==> src/rpma_pkg.sv <==
// Shared constants and types for the RNS pointwise modular ALU.
`default_nettype none

package rpma_pkg;

  localparam int unsigned DEF_WORD_WIDTH  = 60;
  localparam int unsigned DEF_PRIME_COUNT = 4;

  // Configuration port: four modulus registers.
  localparam int unsigned REG_COUNT = 4;
  localparam int unsigned CFG_IDX_W = 2;
  localparam int unsigned MOD_RESET = 2;

  localparam int unsigned OPCODE_W = 2;
  localparam int unsigned SEL_W    = 2;

  typedef enum logic [OPCODE_W-1:0] {
    OP_MUL = 2'd0,
    OP_ADD = 2'd1,
    OP_SUB = 2'd2
  } op_e;

endpackage

`default_nettype wire

==> src/rpma_div_step.sv <==
// One restoring-division step reducing two operands modulo m, one bit each.
`default_nettype none

module rpma_div_step #(
  parameter int unsigned WORD_WIDTH = rpma_pkg::DEF_WORD_WIDTH
) (
  input  wire logic [WORD_WIDTH-1:0] m_i,
  input  wire logic [WORD_WIDTH-1:0] ra_i,
  input  wire logic [WORD_WIDTH-1:0] rb_i,
  input  wire logic                  bit_a_i,
  input  wire logic                  bit_b_i,
  output logic      [WORD_WIDTH-1:0] ra_o,
  output logic      [WORD_WIDTH-1:0] rb_o
);
  logic [WORD_WIDTH:0] ta, tb, mw;

  always_comb begin
    mw = {1'b0, m_i};
    ta = {ra_i, bit_a_i};
    tb = {rb_i, bit_b_i};
    if (ta >= mw) ta = ta - mw;
    if (tb >= mw) tb = tb - mw;
    // remainders stay below m, so the top bit is clear
    ra_o = ta[WORD_WIDTH-1:0];
    rb_o = tb[WORD_WIDTH-1:0];
  end
endmodule

`default_nettype wire

==> config.mk <==
export PLATFORM = sky130hd
export DESIGN_NAME = rpma_div_step
export DESIGN_NICKNAME = d
export VERILOG_FILES = /design/src/rpma_pkg.sv /design/src/rpma_div_step.sv
export SDC_FILE = /design/constraint.sdc
export NUM_CORES = 1
export LEC_CHECK = 0
export BUFFER_PORTS_ARGS = -buffer_cell sky130_fd_sc_hd__buf_2
export CAP_MARGIN = 20
export CORE_ASPECT_RATIO = 0.8
export CORE_MARGIN = 2
export CORE_UTILIZATION = 50
export DETAILED_ROUTE_END_ITERATION = 16
export GPL_ROUTABILITY_DRIVEN = 0
export PLACE_DENSITY_LB_ADDON = 0.25
export SETUP_SLACK_MARGIN = 0.5
export SYNTH_ARGS = -nofsm -noshare
export SYNTH_HDL_FRONTEND = slang
export SYNTH_SLANG_ARGS = --single-unit
==> constraint.sdc <==
create_clock -name vclk -period 7.45
set_input_delay 1.49 -clock vclk [all_inputs]
set_output_delay 1.49 -clock vclk [all_outputs]
set_load 0.01 [all_outputs]
After elaboration in Yosys (flattened, before gate mapping)

Index checks and enable logic that the tools add are counted.
Widths: inputs -> output; s select.

Flip-flop bits (word level): 0
Output and inout port bits: 120

Add/subtract/negate cells: 2
$lt $le $gt $ge: 2
Mux-type cells: 2

Operators by type and width:

| operator       | number |
|---|---|
| $ge 61x60->1   | 2 |
| $mux 60        | 2 |
| $sub 60x60->60 | 2 |

Logic depth before layout (Yosys ltp)

Gate-level depths: netlist of run 1.

Word-level depth: 2
Depth in mapped cells: 16

Worst setup path before layout of run 1

OpenSTA, ideal clock, no wires.

Path kind: input port to output port
From: input m_i[19]
To: output ra_o[58]
Arrival time: 4.172 ns
Slack: 1.788 ns
Stages on the path: 14
Path through: inv_1 ha_1 buf_2 a21oi_1 o21ai_1 a221o_1 a21oi_1 nor3b_2 a21oi_1 o21ai_2 o221ai_2 a311o_1 mux2_2 a21oi_1

Longest elaborated chain between the ends: 2
Elaborated cells on any way between the ends: 3
Those cells by class: add/sub (1); order compare (1); mux (1)

Ends and longest elaborated chain:

| element                                        | RTL line            | RTL |
|---|---|---|
| start: declaration                             | rpma_div_step.sv:7  | `input wire logic [WORD_WIDTH-1:0] m_i,` |
| $sub 60x60->60 or $ge 61x60->1 (tied branches) | rpma_div_step.sv:21 | `if (ta >= mw) ta = ta - mw;` |
| $mux 60 *                                      | rpma_div_step.sv:21 |  |
| end: declaration                               | rpma_div_step.sv:12 | `output logic [WORD_WIDTH-1:0] ra_o,` |

Mark *: on every way between the ends. The rest lies on a longest branch, timed or not.

Worst setup path after layout of run 1

From: input m_i[18]
To: output rb_o[25]

Longest elaborated chain between the ends: 2
Elaborated cells on any way between the ends: 3
Those cells by class: add/sub (1); order compare (1); mux (1)

Ends and longest elaborated chain:

| element                                        | RTL line            | RTL |
|---|---|---|
| $sub 60x60->60 or $ge 61x60->1 (tied branches) | rpma_div_step.sv:22 | `if (tb >= mw) tb = tb - mw;` |
| $mux 60 *                                      | rpma_div_step.sv:22 |  |
| end: declaration                               | rpma_div_step.sv:13 | `output logic [WORD_WIDTH-1:0] rb_o` |

Marked as above.

==> reports/metrics.yaml, run 1 <==
status: "complete, no violations"
cts_setup_buffers: 0
tns_ns: 0
cp-startpoint: "m_i[18]"
io_buffers: 302
grt.met3_usage_pct: 3.07
fp.dieW_um: 151
die_area_um2: 18500
power_density_nw_per_um2: 108
antenna_left: 0
fill_cells: 1791
vias: 11032
gr-usage-all-layers_pct: 31.7
period_minus_slack_ns: 6.71
drcViolationCount: 0
hold_class: "in -> out"
grt_busiest_layer: "met2"
ys_seq_area_share_pct: 0
die_h_um: 122
overflow: 0
holdBufCountCts: 0
grt_pass1_vias: 9640
synth.cell_area_um2: 8690
rsz0062_at_grt: "no"
required_ns: 5.96
yosysWarnings: 0
wire_per_inst_um: 16.9
crit_buf_inv: 4
critical_path_class: "in -> out"
ir_drop_mv: 0.0548
clockBufferCount: 0
start_util_pct: 50.7
post-place-ws_ns: 0.607
worst_slack_ns: 0.736
cp.depth: 15
cp_slowest_stage_delay_ns: 0.47
viasPerCell: 5.98
cpMaxStageDelayCell: "a41oi_4"
drv_cap: 0
setup_viol: 0
setup.worst_path.end: "rb_o[25]"
final_nets: 1926
crit_chain: "buf_2, inv_1, ha_1, a21o_1, a21o_1, a21oi_1, o211ai_1, a211oi_1, a21oi_2, a21oi_2, o311ai_4, a41oi_4, buf_4, mux2_4, buf_2"
worstHoldStart: "rb_i[20]"
tightestPinTransition_ns: 0.773
grt_pass1_wl_mm: 47.8
cts_resized: 0
syn_nets: 1687
seqCellArea_um2: 0
dp_hpwl_mm: 26.7
grt_max_degree: 63
met2_usage_pct: 50.6
drive_gt1_share_pct: 20.5
gr-usage-met1_pct: 46.7
diodes: 0
ios: 302
ys_types: 75
finalHoldViolCount: 0
holdWs_ns: 3.28
antenna_found_initial: 1
core_um2: 17200
avgSynthCellArea_um2: 6.29
drt_pre_antenna_iters: 5
seq_cells: 0
drtIter0Drc: 919
critPathLaunchType: "input pin"
rows: 43
drt_wl_total_mm: 31.2
synthCells: 1383
path_delay_family: "compound AO/OA/AOI/OAI gates"
p_leak_nw: 5.19
max_freq_ghz: 0.149
worstSetupEndpointType: "primary output"
relSlewSlack_pct: 47.7
syn_to_final_growth_pct: 17.6
crit_arrival_ns: 5.22
fin_crit_sh_pct: 90.1
crit_path_max_fanout: 40
drv_slew: 0
## cell usage in the layout (no fill, tap or decap), drive strengths merged, types with 5 or more instances in the layout
cell type / instances
o221ai: 5
a41oi: 6
or3: 5
a21boi: 5
o211ai: 7
nand3: 34
nor3: 19
nor3b: 5
a21oi: 138
xor2: 51
nor2: 80
and3: 9
o31ai: 11
o21a: 8
nand2: 205
a31oi: 15
a211oi: 11
nand4: 42
o311ai: 5
and2: 11
a21o: 83
nor2b: 15
o21ai: 170
xnor2: 55
inv: 93
mux2: 7
o21bai: 28
buf: 309
ha: 120
nand2b: 14
nor4: 9
## layer usage
metal,part of all wire [%],wire (um)
met5,0,0
met4,1.6,490
met1,45,14100
met3,10,3190
met2,43,13400
## cell usage after synthesis (all sizes together), types with 14 or more instances
library cell / count / area share, %
buf: 21 / 1.7
inv: 93 / 4.0
nor2b: 15 / 1.1
nand2b: 14 / 1.0
a31oi: 15 / 1.3
ha: 120 / 17
a21o: 83 / 7.2
a21oi: 138 / 8.1
xnor2: 55 / 5.5
clkbuf: 51 / 2.2
xor2: 51 / 5.1
nand3: 34 / 2.0
nor2: 80 / 3.5
nand2: 205 / 8.9
o21ai: 170 / 9.8
nand4: 42 / 3.0
nor3: 19 / 1.1
o21bai: 28 / 2.4
## cell families (layout without fill, tap and decap cells)
kind of cell / Yosys count / count (layout) / share of synthesized area, %
XOR/XNOR: 106 / 106 / 10.7
buffers and inverters: 165 / 402 / 7.94
AND/OR/NAND/NOR: 460 / 460 / 24.6
multiplexers: 8 / 8 / 1.15
AO/OA/AOI/OAI: 522 / 522 / 37.9
adder cells (fa/ha/maj): 122 / 122 / 17.7
## through the flow
step	power, mW	instance area (um2)	utilization (%)	std cells
after global placement	1.07	10200	59.5	1845
after detailed placement	1.08	10200	59.5	1845
after CTS	1.08	10200	59.5	1845
after global routing	1.21	10200	59.6	1845
final	1.10	10200	59.6	1845
after floorplan	0.729	8690	-	1383
## how the worst min path moves through the flow
stage               cells past startpoint  slack [ns]       end
finish                                  4        3.28  rb_o[21]
floorplan                               2        3.10  ra_o[50]
global route                            4        3.30   rb_o[8]
CTS                                     4        3.29   rb_o[2]
global placement                        4        3.29  ra_o[21]
detailed placement                      4        3.29   rb_o[2]
## report_power, final
part	switching (mW)	total, mW	leakage [nW]	internal (mW)
logic	0.661	1.10	5.19	0.443
clock network	0	0	0	0
registers	0	0	0	0
total	0.661	1.10	5.19	0.443
## tightest hold or removal path, cell delays in order
cell	delay, ns
buf_2	0.09
nand2_1	0.04
o21ai_0	0.05
buf_2	0.13
## area by class of cell
type / count / area, um2 / area share, %
Inverter: 93 / 349 / 3.42
Timing Repair Buffer: 309 / 1580 / 15.5
Multi-Input combinational cell: 1218 / 8010 / 78.4
Tap cell: 225 / 282 / 2.75
Note: power is estimated with default switching activity, not from simulation.
==> run 2: changes to the inputs <==
--- a/config.mk
+++ b/config.mk
@@ -12,6 +12,7 @@
 export CORE_UTILIZATION = 50
 export DETAILED_ROUTE_END_ITERATION = 16
 export GPL_ROUTABILITY_DRIVEN = 0
+export MAX_ROUTING_LAYER = met4
 export PLACE_DENSITY_LB_ADDON = 0.25
 export SETUP_SLACK_MARGIN = 0.5
 export SYNTH_ARGS = -nofsm -noshare
==> run 2 against run 1 <==
Against the previous run:
- sequential share of layout area did not move
- critical endpoint unchanged
- core utilization did not move
- maximum frequency fell by 0.33%
- flip-flop and latch count did not move
- critical path depth did not move
- design area did not move
==> reports/metrics.yaml, run 2 (synthesis results as in run 1) <==
drcViolationCount: 0
start_util_pct: 50.7
rsz0062_at_grt: "no"
drv_cap: 0
required_ns: 5.96
layout_common_cells: "buf_2, nand2_1, a21oi_1, o21ai_0, ha_1"
p_switching_mw: 0.659
dp_hpwl_mm: 26.7
syn_to_final_growth_pct: 17.6
core_um2: 17200
die_area_um2: 18500
m1WireLength_mm: 14.2
crit_arrival_ns: 5.25
antenna_found_initial: 1
drv_slew: 0
routed.top_layer: "met4"
final_nets: 1926
gr-usage-all-layers_pct: 32.6
p_total_mw: 1.10
drive_gt1_share_pct: 20.5
seqPwrFrac_pct: 0
cp_slowest_stage_delay_ns: 0.52
power_frac_comb_pct: 100.0
rows: 43
power_density_nw_per_um2: 108
crit_chain: "buf_2, inv_1, ha_1, o21ai_0, a21oi_1, o21ai_0, a311oi_2, o21ai_1, a21oi_2, a21oi_2, o311ai_4, a41oi_4, buf_4, mux2_4, buf_2"
ir_drop_mv: 0.0545
clockPowerShare_pct: 0
grt_pass1_wl_mm: 47.8
worstSetupEndpointType: "primary output"
fp.dieW_um: 151
drt_pre_antenna_iters: 6
relSlewSlack_pct: 47.8
intPower_mw: 0.443
crit_buf_inv: 4
fill_cells: 1791
period_minus_slack_ns: 6.74
wire_per_inst_um: 16.9
drtIter0Drc: 902
fin_cells: 1845
clockBufferCount: 0
seqCellArea_um2: 0
die_h_um: 122
setup_viol: 0
tightestPinTransition_ns: 0.773
hold_class: "in -> out"
viasPerCell: 5.98
drt_wl_total_mm: 31.1
io_buffers: 302
p_leak_nw: 5.19
final_area_um2: 10200
ios: 302
dpl-instance-area_um2: 10200
path_delay_family: "compound AO/OA/AOI/OAI gates"
critPathLaunchType: "input pin"
antenna_left: 0
overflow: 0
finalHoldViolCount: 0
post-route-util_pct: 59.6
diodes: 0
final_common_cell: "buf_2"
grt_pass1_vias: 9637
fin_crit_sh_pct: 90.4
vias: 11033
crit_path_max_fanout: 40
tns_ns: 0
cpMaxStageDelayCell: "a311oi_2"
grt_max_degree: 63
critical_path_class: "in -> out"
wl_met3_mm: 3.02
max_freq_ghz: 0.148
multi_input_area_um2: 8010
dpl.cell_count: 1845
cts_setup_buffers: 0
status: "complete, no violations"
sw_frac_of_total_pct: 59.8
seq_cells: 0
wl_met2_mm: 13.4
## run 2: path summary, 6_finish.rpt
path       end     start  cells past startpoint
min   rb_o[21]  rb_i[20]                      4
max   rb_o[25]    m_i[3]                     15
## run 2: final cells by class
cell class | count | share of cell area, %
inverters | 93 | 3.42
well taps | 225 | 2.75
repair buffers | 309 | 15.5
multi-input cells | 1218 | 78.4
## run 2: power groups by stage
stage	registers, mW	clock network (mW)	logic [mW]
5_1_grt	0	0	1.20
2_1_floorplan	0	0	0.729
3_5_place_dp	0	0	1.08
3_3_place_gp	0	0	1.07
6_report	0	0	1.10
4_1_cts	0	0	1.08
## run 2: per-layer routing
layer | GRT usage [%] | up-vias
li1 | - | 5478
met5 | - | -
met3 | 3.00 | 46
met1 | 46.6 | 4976
met4 | 4.91 | 0
met2 | 50.7 | 533
## run 2: timing repair
action,CTS,global route
setup endpoints to repair,0,49
hold buffers,0,0
gates resized for setup,0,2
## run 2: per-stage QoR
stage          hold slack (ns)  setup slack, ns
2_1_floorplan             3.10             1.79
3_3_place_gp              3.29            0.670
3_5_place_dp              3.29            0.607
4_1_cts                   3.29            0.575
5_1_grt                   3.30            0.533
6_report                  3.28            0.714
