`src/rpma_pkg.sv`:
```
// Shared constants and types for the RNS pointwise modular ALU.
`default_nettype none

package rpma_pkg;

  localparam int unsigned DEF_WORD_WIDTH  = 60;
  localparam int unsigned DEF_PRIME_COUNT = 4;

  // Configuration port: four modulus registers.
  localparam int unsigned REG_COUNT = 4;
  localparam int unsigned CFG_IDX_W = 2;
  localparam int unsigned MOD_RESET = 2;

  localparam int unsigned OPCODE_W = 2;
  localparam int unsigned SEL_W    = 2;

  typedef enum logic [OPCODE_W-1:0] {
    OP_MUL = 2'd0,
    OP_ADD = 2'd1,
    OP_SUB = 2'd2
  } op_e;

endpackage

`default_nettype wire

```
`src/rpma_final.sv`:
```
// Final stage: picks the product or forms the modular sum or difference.
`default_nettype none

module rpma_final #(
  parameter int unsigned WORD_WIDTH = rpma_pkg::DEF_WORD_WIDTH
) (
  input  wire logic [rpma_pkg::OPCODE_W-1:0] opcode_i,
  input  wire logic                          zero_i,
  input  wire logic [WORD_WIDTH-1:0]         m_i,
  input  wire logic [WORD_WIDTH-1:0]         ra_i,
  input  wire logic [WORD_WIDTH-1:0]         rb_i,
  input  wire logic [WORD_WIDTH-1:0]         prod_i,
  output logic      [WORD_WIDTH-1:0]         result_o
);
  import rpma_pkg::*;

  logic [WORD_WIDTH:0]   sum, sum_m;
  logic [WORD_WIDTH-1:0] dif;

  always_comb begin
    sum   = {1'b0, ra_i} + {1'b0, rb_i};
    sum_m = sum - {1'b0, m_i};
    dif   = ra_i - rb_i;
    if (ra_i < rb_i) dif = dif + m_i;
    result_o = '0;
    if (!zero_i) begin
      unique case (opcode_i)
        OP_MUL:  result_o = prod_i;
        OP_ADD:  result_o = (sum >= {1'b0, m_i}) ? sum_m[WORD_WIDTH-1:0]
                                                 : sum[WORD_WIDTH-1:0];
        OP_SUB:  result_o = dif;
        default: result_o = '0;
      endcase
    end
  end
endmodule

`default_nettype wire

```
`config.mk`:
```
export PLATFORM = sky130hd
export DESIGN_NAME = rpma_final
export DESIGN_NICKNAME = d
export VERILOG_FILES = /design/src/rpma_pkg.sv /design/src/rpma_final.sv
export SDC_FILE = /design/constraint.sdc
export NUM_CORES = 1
export LEC_CHECK = 0
export BUFFER_PORTS_ARGS = -buffer_cell sky130_fd_sc_hd__buf_2
export CAP_MARGIN = 20
export CORE_MARGIN = 2
export CORE_UTILIZATION = 25
export DETAILED_ROUTE_END_ITERATION = 6
export SYNTH_ARGS = -nofsm -noshare
export SYNTH_HDL_FRONTEND = slang
export SYNTH_SLANG_ARGS = --single-unit
```
`constraint.sdc`:
```
create_clock -name vclk -period 5.2
set_clock_uncertainty 0.1 [all_clocks]
set_input_delay 0.26 -clock vclk [all_inputs]
set_output_delay 0.26 -clock vclk [all_outputs]
set_load 0.02 [all_outputs]
```
# --- Yosys cells after proc, flatten, opt, wreduce, memory -nomap -nowiden ---
# Cells that the tools add are included.
totals:
  inputBits: 243
  out_inout_bits: 60
  wordCells: 13
  register_bits: 0
classes:
  n_mux: 4
  n_lt_le_gt_ge: 2
  reduce_logical: 1
  addsub: 4
  eq_ne: 2
op_table:
  columns: ["op", "count"]
  rows:
  - ["two-way mux 60 bit", 3]
  - ["case mux 60 bit (3 select lines)", 1]
  - ["subtractor 60 bit", 2]
  - ["adder 60 x 60 -> 61 bit", 1]
  - [">= comparator 61 x 60 -> 1 bit", 1]
  - ["adder 60 bit", 1]
  - ["< comparator 60 bit", 1]
  - ["equality test 2 x 1 -> 1 bit (second input constant)", 1]
  - ["equality test 2 bit (second input constant)", 1]
  - ["zero test 2 bit", 1]

# --- Longest topological paths before layout ---
# Gate-level depths: netlist of run 1.
depth:
  ltp_word: 5
  depth_mapped: 29
  mapped_depth_nobuf: 27

# --- Least setup slack after synthesis of run 1 ---
# No wires, ideal clock.
synth_timing:
  path_type: "input-to-output"
  startpoint: "input rb_i[9]"
  endpoint: "output result_o[56]"
  t_required_ns: 4.840
  arrival_time_ns: 5.496
  stages: 26
  path_slack_ns: -0.656
  n_path_buf: 2
  cell_sequence: "inv_1 > ha_1 > buf_2 > inv_1 > o31a_1 > a31o_1 > a31oi_4 > a41oi_4 > o21ai_4 > a21boi_0 > o41a_1 > xnor2_1 > ha_1 > clkbuf_1 > a21o_1 > a21o_1 > a21oi_1 > o21ai_0 > a221o_1 > nor3_1 > a21oi_1 > a31o_2 > a21oi_1 > xnor2_1 > o22ai_1 > o22ai_1"
synth_via:
  elab_chain_len: 5
  word_cells_on_any_way: 10
  cone_classes: "add/sub: 4; order compare: 2; mux: 4"
synth_lines:
  columns: ["item", "line", "source"]
  rows:
  - ["from (decl)", "rpma_final.sv:11", "input wire logic [WORD_WIDTH-1:0] rb_i,"]
  - ["subtractor 60 bit or adder 60 x 60 -> 61 bit (tied branches)", "rpma_final.sv:23, rpma_final.sv:21", null]
  - ["adder 60 bit (tied with other cells)", "rpma_final.sv:24", "if (ra_i < rb_i) dif = dif + m_i;"]
  - ["two-way mux 60 bit, on equally long branches", "rpma_final.sv:24, rpma_final.sv:29", null]
  - ["case mux 60 bit (3 select lines) (*)", "rpma_final.sv:27", "unique case (opcode_i)"]
  - ["two-way mux 60 bit (*)", "rpma_final.sv:26", "if (!zero_i) begin"]
  - ["to (decl)", "rpma_final.sv:13", "output logic [WORD_WIDTH-1:0] result_o"]
# Mark *: on every way between the ends. The rest lies on a longest branch, timed or not.

# --- Final worst setup path of run 1 ---
layout_timing:
  startpoint: "input ra_i[1]"
  endpoint: "output result_o[30]"
layout_via:
  elab_chain_len: 5
  word_cells_on_any_way: 10
  cone_classes: "add/sub: 4; order compare: 2; mux: 4"
layout_lines:
  columns: ["item", "line", "source"]
  rows:
  - ["from (decl)", "rpma_final.sv:10", "input wire logic [WORD_WIDTH-1:0] ra_i,"]
  - ["subtractor 60 bit or adder 60 x 60 -> 61 bit (tied branches)", "rpma_final.sv:23, rpma_final.sv:21", null]
  - ["adder 60 bit (tied with other cells)", "rpma_final.sv:24", null]
  - ["two-way mux 60 bit, on equally long branches", "rpma_final.sv:24, rpma_final.sv:29", null]
  - ["case mux 60 bit (3 select lines) (*)", "rpma_final.sv:27", null]
  - ["two-way mux 60 bit (*)", "rpma_final.sv:26", null]
# Marks and branches as above.

==> impl_metrics.yaml, run 1 <==
run_status:
  status: "complete, but fails checks"
  violations: "setup timing"
synthesis:
  syn-num-nets: 3041
  synthDistinctLibCells: 95
  seq_area_frac_synth_pct: 0
  synth_area_leaders: "ha_1 (18%), a21oi_1 (9.7%), xnor2_1 (8.7%)"
  synth_cells: 2550
  synth_area_leader_cell: "ha_1"
  yosysWarnings: 0
  synth_area_um2: 16600
  yosys.area.top_type_share_pct: 18.4
  syn_area_per_cell_um2: 6.50
timing:
  fmax_mhz: 165
  tns_ns: -42.07
  fin_ws_ns: -0.863
  drv_slew: 0
  tightestPinTransition_ns: 0.706
  relSlewSlack_pct: 52.8
  rsz0062_at_grt: "true"
  period_share_pct: 117
  setup_violations: 60
  hold_viol: 0
  fin_crit_ns: 6.06
worst_setup_path:
  setup.worst_path.class: "in -> out"
  slowest_delay_ns: 0.54
  arrival_ns: 5.70
  crit_path_frequent_cell: "buf_4"
  cp_max_fo: 7
  critPathLaunchType: "primary input"
  crit_path_end_kind: "output pin"
  slowest_stage: "or4_4"
  cp.required_ns: 4.84
hold_path:
  hold-path-endpoint: "result_o[29]"
  hp-class: "in -> out"
  hold_path.startpoint: "prod_i[29]"
  min_path_cells: 3
route:
  drtIter0Drc: 1751
  drc: 0
  dr.pass1.iters: 5
  ant_nets: 0
  drt-total-wl_um: 88200
  via_per_inst: 5.21
  routedWlPerCell_um: 19.2
  via_count: 23900
global_route:
  grt_pass1_wl_um: 130000
  antenna_found_initial: 23
  grt_overflow: 0
  groute.usage.overall_pct: 24.1
  grt_max_degree: 55
  grt_pass1_vias: 23300
floorplan:
  die_x_um: 262
  core_area_um2: 65700
  ios: 303
  num_rows: 94
  initial_core_util_pct: 25.2
  die_y_um: 262
  die-area_um2: 68400
power:
  switching_share_pct: 50.8
  switching_power_mw: 4.13
  leakagePower_nw: 14.2
  clkPwrFrac_pct: 0
  peakVddDrop_uv: 87.7
  power_density_nw_per_um2: 272
  pwr-share-seq_pct: 0
  p_int_mw: 4.00
  power_mw: 8.13
  p_comb_share_pct: 100.0
place:
  port_buffers: 303
  place_congestion: 1.02
  dp_hpwl_um: 73100
  place_area_um2: 25900
layout:
  final_area_um2: 29800
  layout.nets: 4217
  seqCellArea_um2: 0
  fill_cells: 6511
  flops_and_latches: 0
  area_growth_pct: 80.0
  clock_buffers: 0
  drive_gt1_share_pct: 47.9
clocking:
  hold_buffers: 0
flow_run:
  cap_violations: 0
worst max path at each step:
stage              from           end  slack [ns]  cells after the start
6_report        ra_i[1]  result_o[30]       -0.86                     29
5_1_grt         ra_i[1]  result_o[30]        -1.0                     30
4_1_cts        ra_i[11]  result_o[30]       -0.79                     29
3_5_place_dp    ra_i[1]  result_o[22]       -1.68                     30
3_3_place_gp    ra_i[1]  result_o[22]       -1.67                     30
2_1_floorplan   rb_i[8]  result_o[56]       -0.07                     26
layout by cell type (no fill, tap or decap), types with 40 or more instances in the layout:
master,instances
a21o_1,105
a21oi_1,225
a21oi_2,76
buf_2,233
buf_4,965
buf_6,86
ha_1,208
inv_1,186
nand2_1,179
nand3_1,50
nand4_1,43
nor2_1,185
o211ai_1,57
o21ai_0,135
o21bai_1,46
o22ai_2,40
xnor2_1,129
xor2_1,48
what timing repair did:
item / 4_1_cts / 5_1_grt
gates resized for setup: 439 / 243
cloned: 4 / 5
pin swaps: 143 / 175
setup buffers: 71 / 49
endpoints found under the setup margin: 60 / 60
synth_stat cells (all sizes together), types with 39 or more instances:
cell    number
nand3       55
nor2       226
inv        198
nand2      191
nor3        40
a211oi      39
nand4       44
clkbuf      87
a21o       106
nor2b       43
ha         244
buf         50
a21oi      322
o22ai       43
o21ai      202
o21bai      54
xnor2      165
xor2        54
o211ai      57
critical path, delay by kind of cell:
kind | cells | cell delay, ns
mux | 1 | 0.12
fa+ha+maj | 2 | 0.45
simple gates | 8 | 1.54
buf+inv | 9 | 1.31
compound gates | 8 | 1.84
xor+xnor | 1 | 0.15
stage by stage:
step	hold slack [ns]	setup WS, ns	util [%]	std cells
2_1_floorplan	0.462	-0.0689	-	2550
3_3_place_gp	0.776	-1.67	39.4	4482
3_5_place_dp	0.775	-1.68	39.4	4482
4_1_cts	0.752	-0.787	43.2	4546
5_1_grt	0.776	-1.00	45.4	4594
6_report	0.753	-0.863	45.4	4597
power groups by stage:
| stage | logic, mW | clock network (mW) | registers, mW |
|---|---|---|---|
| 6_report | 8.13 | 0.000000232 | 0 |
| 5_1_grt | 8.67 | 0.000000154 | 0 |
| 4_1_cts | 7.39 | 0 | 0 |
| 3_5_place_dp | 6.53 | 0 | 0 |
| 3_3_place_gp | 6.52 | 0 | 0 |
| 2_1_floorplan | 3.54 | 0 | 0 |
area by class of cell:
class	instances	area, um^2	area share (%)
timing repair buffer	1311	9900	33.2
multi-input combinational	2212	18100	60.6
inverter	201	757	2.54
tap	864	1080	3.62
antenna	9	22.5	0.0755
routing by layer:
metal,global-route usage (%),part of all wire [%],vias to the layer above
met1,31.0,43,11300
li1,-,-,11600
met4,9.42,4.6,26
met2,40.5,46,821
met3,3.55,6.4,208
met5,0,0.17,-
logic make-up after synthesis:
logic type / share of synthesized area [%]
AOI/OAI and AO/OA: 39.7
buffers and inverters: 8.28
and+or+nand+nor: 20.1
adders and majority gates: 18.9
xor gates and xnor gates: 11.6
muxes: 1.44
Note: power is estimated with default switching activity, not from simulation.
==> run 2, diff against run 1 <==
- MAX_ROUTING_LAYER: unset -> met4
- PLACE_DENSITY: unset -> 0.51
==> run 2 against run 1 <==
  * The flow still finishes with violations (setup timing)
  * Global-route usage is 1.9 points higher
  * Clock-buffer cell count stayed put
  * Sequential share of layout area stayed put
==> impl_metrics.yaml, run 2 (synthesis gave the netlist of run 1 again) <==
place:
  port_buffers: 303
  place_congestion: 0.990
  dp_hpwl_um: 75700
  pre_cts_ws_ns: -1.97
timing:
  fin_crit_ns: 6.35
  rsz0062_at_grt: "true"
  drv_slew: 0
  period_share_pct: 122
  fin_hold_ws_ns: 0.753
  tightestPinTransition_ns: 0.947
  relSlewSlack_pct: 36.2
  fmax_mhz: 158
  tns_ns: -63.33
  setup_violations: 60
  hold_viol: 0
  fin_ws_ns: -1.15
route:
  dr.pass1.iters: 5
  via_per_inst: 5.06
  drt-total-wl_um: 90100
  ant_nets: 0
  routedWlPerCell_um: 19.4
  drtIter0Drc: 1810
  drc: 0
  via_count: 23500
hold_path:
  hp-class: "in -> out"
global_route:
  grt_pass1_wl_um: 134000
  grt_pass1_vias: 23100
  grt_max_degree: 59
  groute.usage.overall_pct: 26.0
  grt_overflow: 0
  antenna_found_initial: 15
power:
  power_mw: 8.19
  peakVddDrop_uv: 95.4
  leakagePower_nw: 14.1
  power_density_nw_per_um2: 280
layout:
  layout.nets: 4247
  seqCellArea_um2: 0
  area_growth_pct: 76.2
  fill_cells: 6810
  post-route-util_pct: 44.4
  layout_commonest_cell: "buf_4"
  layout_common_cells: "buf_4 (995), a21oi_1 (260), buf_2 (238)"
  drive_gt1_share_pct: 44.5
  flops_and_latches: 0
  clock_buffers: 0
worst_setup_path:
  cp_num_buf_inv: 11
  slowest_stage: "a311oi_4"
  arrival_ns: 5.99
  setup.worst_path.class: "in -> out"
  critPathLaunchType: "primary input"
  slowest_delay_ns: 0.45
  cp.required_ns: 4.84
  crit_path_end_kind: "output pin"
  cp_max_fo: 4
  crit_path_frequent_cell: "buf_12"
  path_delay_family: "compound AO/OA/AOI/OAI gates"
floorplan:
  ios: 303
  die_y_um: 262
  num_rows: 94
  die_x_um: 262
  core_area_um2: 65700
  initial_core_util_pct: 25.2
  die-area_um2: 68400
run_status:
  violations: "setup timing"
  status: "complete, but fails checks"
clocking:
  hold_buffers: 0
flow_run:
  cap_violations: 0
[run 2: changes by cell type in the layout (fill, tap and decap cells not counted), moves of 22 or more]
cell,before,now
o21ai_0,135,165
xnor2_2,35,13
a21oi_2,76,46
xnor2_1,129,152
a21oi_1,225,260
buf_4,965,995
[run 2: per-stage QoR]
| step | std cells | instance area, um^2 |
|---|---|---|
| 6_report | 4633 | 29200 |
| 5_1_grt | 4633 | 29200 |
| 4_1_cts | 4600 | 28800 |
| 3_5_place_dp | 4545 | 26400 |
| 3_3_place_gp | 4545 | 26400 |
| 2_1_floorplan | 2550 | 17100 |
[run 2: area by class of cell]
class	count	area, um^2	share of cell area (%)
repair buffers	1340	10200	35.0
multi-input cells	2213	17100	58.6
well taps	864	1080	3.70
inverters	201	754	2.58
diodes	15	37.5	0.128
[run 2: path summary, 6_finish.rpt]
path,from,end,slack [ns],depth (start not counted)
worst min-delay path,prod_i[1],result_o[1],0.75,3
worst max-delay path,ra_i[0],result_o[45],-1.15,33
[run 2: power by group]
group / internal (mW) / switching (mW)
logic: 4.02 / 4.16
registers: 0 / 0
clock network: 0.000000386 / 0
[run 2: routing by layer]
| metal | GRT usage, % | vias up | share of wire, % |
|---|---|---|---|
| met5 | - | - | 0 |
| met4 | 4.45 | 0 | 2.1 |
| met3 | 2.03 | 76 | 4.8 |
| met2 | 43.4 | 644 | 47 |
| met1 | 34.5 | 11000 | 46 |
| li1 | - | 11700 | - |
[run 2: repair_timing]
item	in CTS	in global routing
cloned	12	0
pin swaps	148	52
endpoints found under the setup margin	60	60
gates resized for setup	403	47
buffers inserted	47	21
==> run 3, diff against run 2 <==
- CORE_MARGIN: 2 -> 4
- SLEW_MARGIN: unset -> 10
==> run 3 against run 2 <==
  * The run still ends with setup timing left
  * Critical path depth shrank 4
  * Global-route usage down 1.7 points
  * Routed wire length shrank 1.5%
  * Maximum frequency grew 5.3%
  * First-iteration DRC count fell by 11%
  * Critical endpoint is now result_o[26]
==> impl_metrics.yaml, run 3 (synthesis gave the netlist of run 1 again) <==
power:
  peakVddDrop_uv: 94.9
  power_density_nw_per_um2: 268
  power_mw: 7.77
  leakagePower_nw: 14.1
layout:
  layout_commonest_cell: "buf_4"
  area_growth_pct: 75.1
  clock_buffers: 0
  flops_and_latches: 0
  layout.nets: 4238
  seqCellArea_um2: 0
  drive_gt1_share_pct: 45.7
  fill_cells: 6902
  layout_common_cells: "buf_4 (1,007), a21oi_1 (255), buf_2 (241)"
hold_path:
  min_path_cells: 3
  hold_path.startpoint: "prod_i[29]"
  hp-class: "in -> out"
  hold-path-endpoint: "result_o[29]"
place:
  place_congestion: 1.06
  dp_hpwl_um: 77000
  port_buffers: 303
worst_setup_path:
  path_delay_family: "compound AO/OA/AOI/OAI gates"
  arrival_ns: 5.66
  setup.worst_path.class: "in -> out"
  cp.required_ns: 4.84
  cp_num_buf_inv: 9
  crit_path_end_kind: "output pin"
  startpoint: "ra_i[2]"
  slowest_delay_ns: 0.53
  cp_max_fo: 9
  crit_path_frequent_cell: "buf_4"
  slowest_stage: "or4_4"
  critPathLaunchType: "primary input"
global_route:
  grt_pass1_vias: 23200
  grt_overflow: 0
  groute.usage.overall_pct: 24.3
  grt_max_degree: 61
  grt_pass1_wl_um: 133000
  antenna_found_initial: 14
timing:
  tightestPinTransition_ns: 0.870
  hold_viol: 0
  fin_ws_ns: -0.825
  fmax_mhz: 166
  tns_ns: -43.55
  period_share_pct: 116
  setup_violations: 60
  fin_crit_ns: 6.02
  relSlewSlack_pct: 42.0
  rsz0062_at_grt: "true"
  drv_slew: 0
floorplan:
  initial_core_util_pct: 25.2
  die-area_um2: 70500
  ios: 303
  die_x_um: 266
  num_rows: 94
  core_area_um2: 65700
  die_y_um: 266
route:
  ant_nets: 0
  drtIter0Drc: 1616
  via_count: 23300
  drt-total-wl_um: 88700
  drc: 0
  via_per_inst: 5.04
  routedWlPerCell_um: 19.2
  dr.pass1.iters: 5
run_status:
  violations: "setup timing"
  status: "complete, but fails checks"
flow_run:
  cap_violations: 0
clocking:
  hold_buffers: 0
==> run 3: changes by cell type in the layout (fill, tap and decap cells not counted), moves of 12 or more <==
cell,before,now
nor2_4,33,5
a21oi_2,46,63
ha_1,226,210
nor2_1,186,202
xnor2_1,152,136
xnor2_2,13,29
o21ai_0,165,150
ha_4,15,29
a21oi_4,16,4
buf_4,995,1007
nor2_2,7,19
o21ai_1,13,25
==> run 3: report_power, final <==
| part | total, mW | leakage, nW | switching [mW] | internal (mW) |
|---|---|---|---|---|
| Sequential | 0 | 0 | 0 | 0 |
| Clock | 0.000000387 | 0.0000951 | 0 | 0.000000387 |
| Combinational | 7.77 | 14.1 | 3.96 | 3.82 |
| Total | 7.77 | 14.1 | 3.96 | 3.82 |
==> run 3: timing repair <==
action,4_1_cts,5_1_grt
gates resized for setup,302,154
buffers inserted,24,19
pin swaps,80,109
gates cloned,2,1
setup endpoints to repair,60,60
==> run 3: final cells by class <==
cell class,count,area (um^2),share of cell area (%)
Inverter,201,762,2.62
Timing Repair Buffer,1331,9850,33.9
Multi-Input combinational cell,2213,17300,59.6
Antenna cell,15,37.5,0.129
Tap cell,864,1080,3.72
==> run 3: worst max-delay path by stage <==
stage | slack, ns | cells after the start | endpoint
floorplan | -0.07 | 26 | result_o[56]
global placement | -1.62 | 28 | result_o[44]
detailed placement | -1.62 | 28 | result_o[44]
CTS | -0.82 | 29 | result_o[44]
global route | -1.04 | 30 | result_o[6]
finish | -0.82 | 29 | result_o[26]
==> run 3: per-layer routing <==
metal / track usage [%] / vias up / part of all wire [%]
met3: 1.81 / 96 / 4.9
li1: - / 11700 / -
met2: 40.3 / 632 / 46
met4: 4.41 / 0 / 2.4
met1: 32.9 / 10900 / 46
met5: - / - / 0
==> run 3: through the flow <==
step                      setup WS, ns  hold WS, ns  instances  util, %  cell area [um^2]
after floorplan                -0.0689        0.462       2550        -             17100
after global placement           -1.62        0.778       4569     40.4             26600
after detailed placement         -1.62        0.776       4569     40.4             26600
after CTS                       -0.818        0.757       4592     42.8             28100
after global routing             -1.04        0.777       4623     44.2             29000
final                           -0.825        0.753       4624     44.2             29000
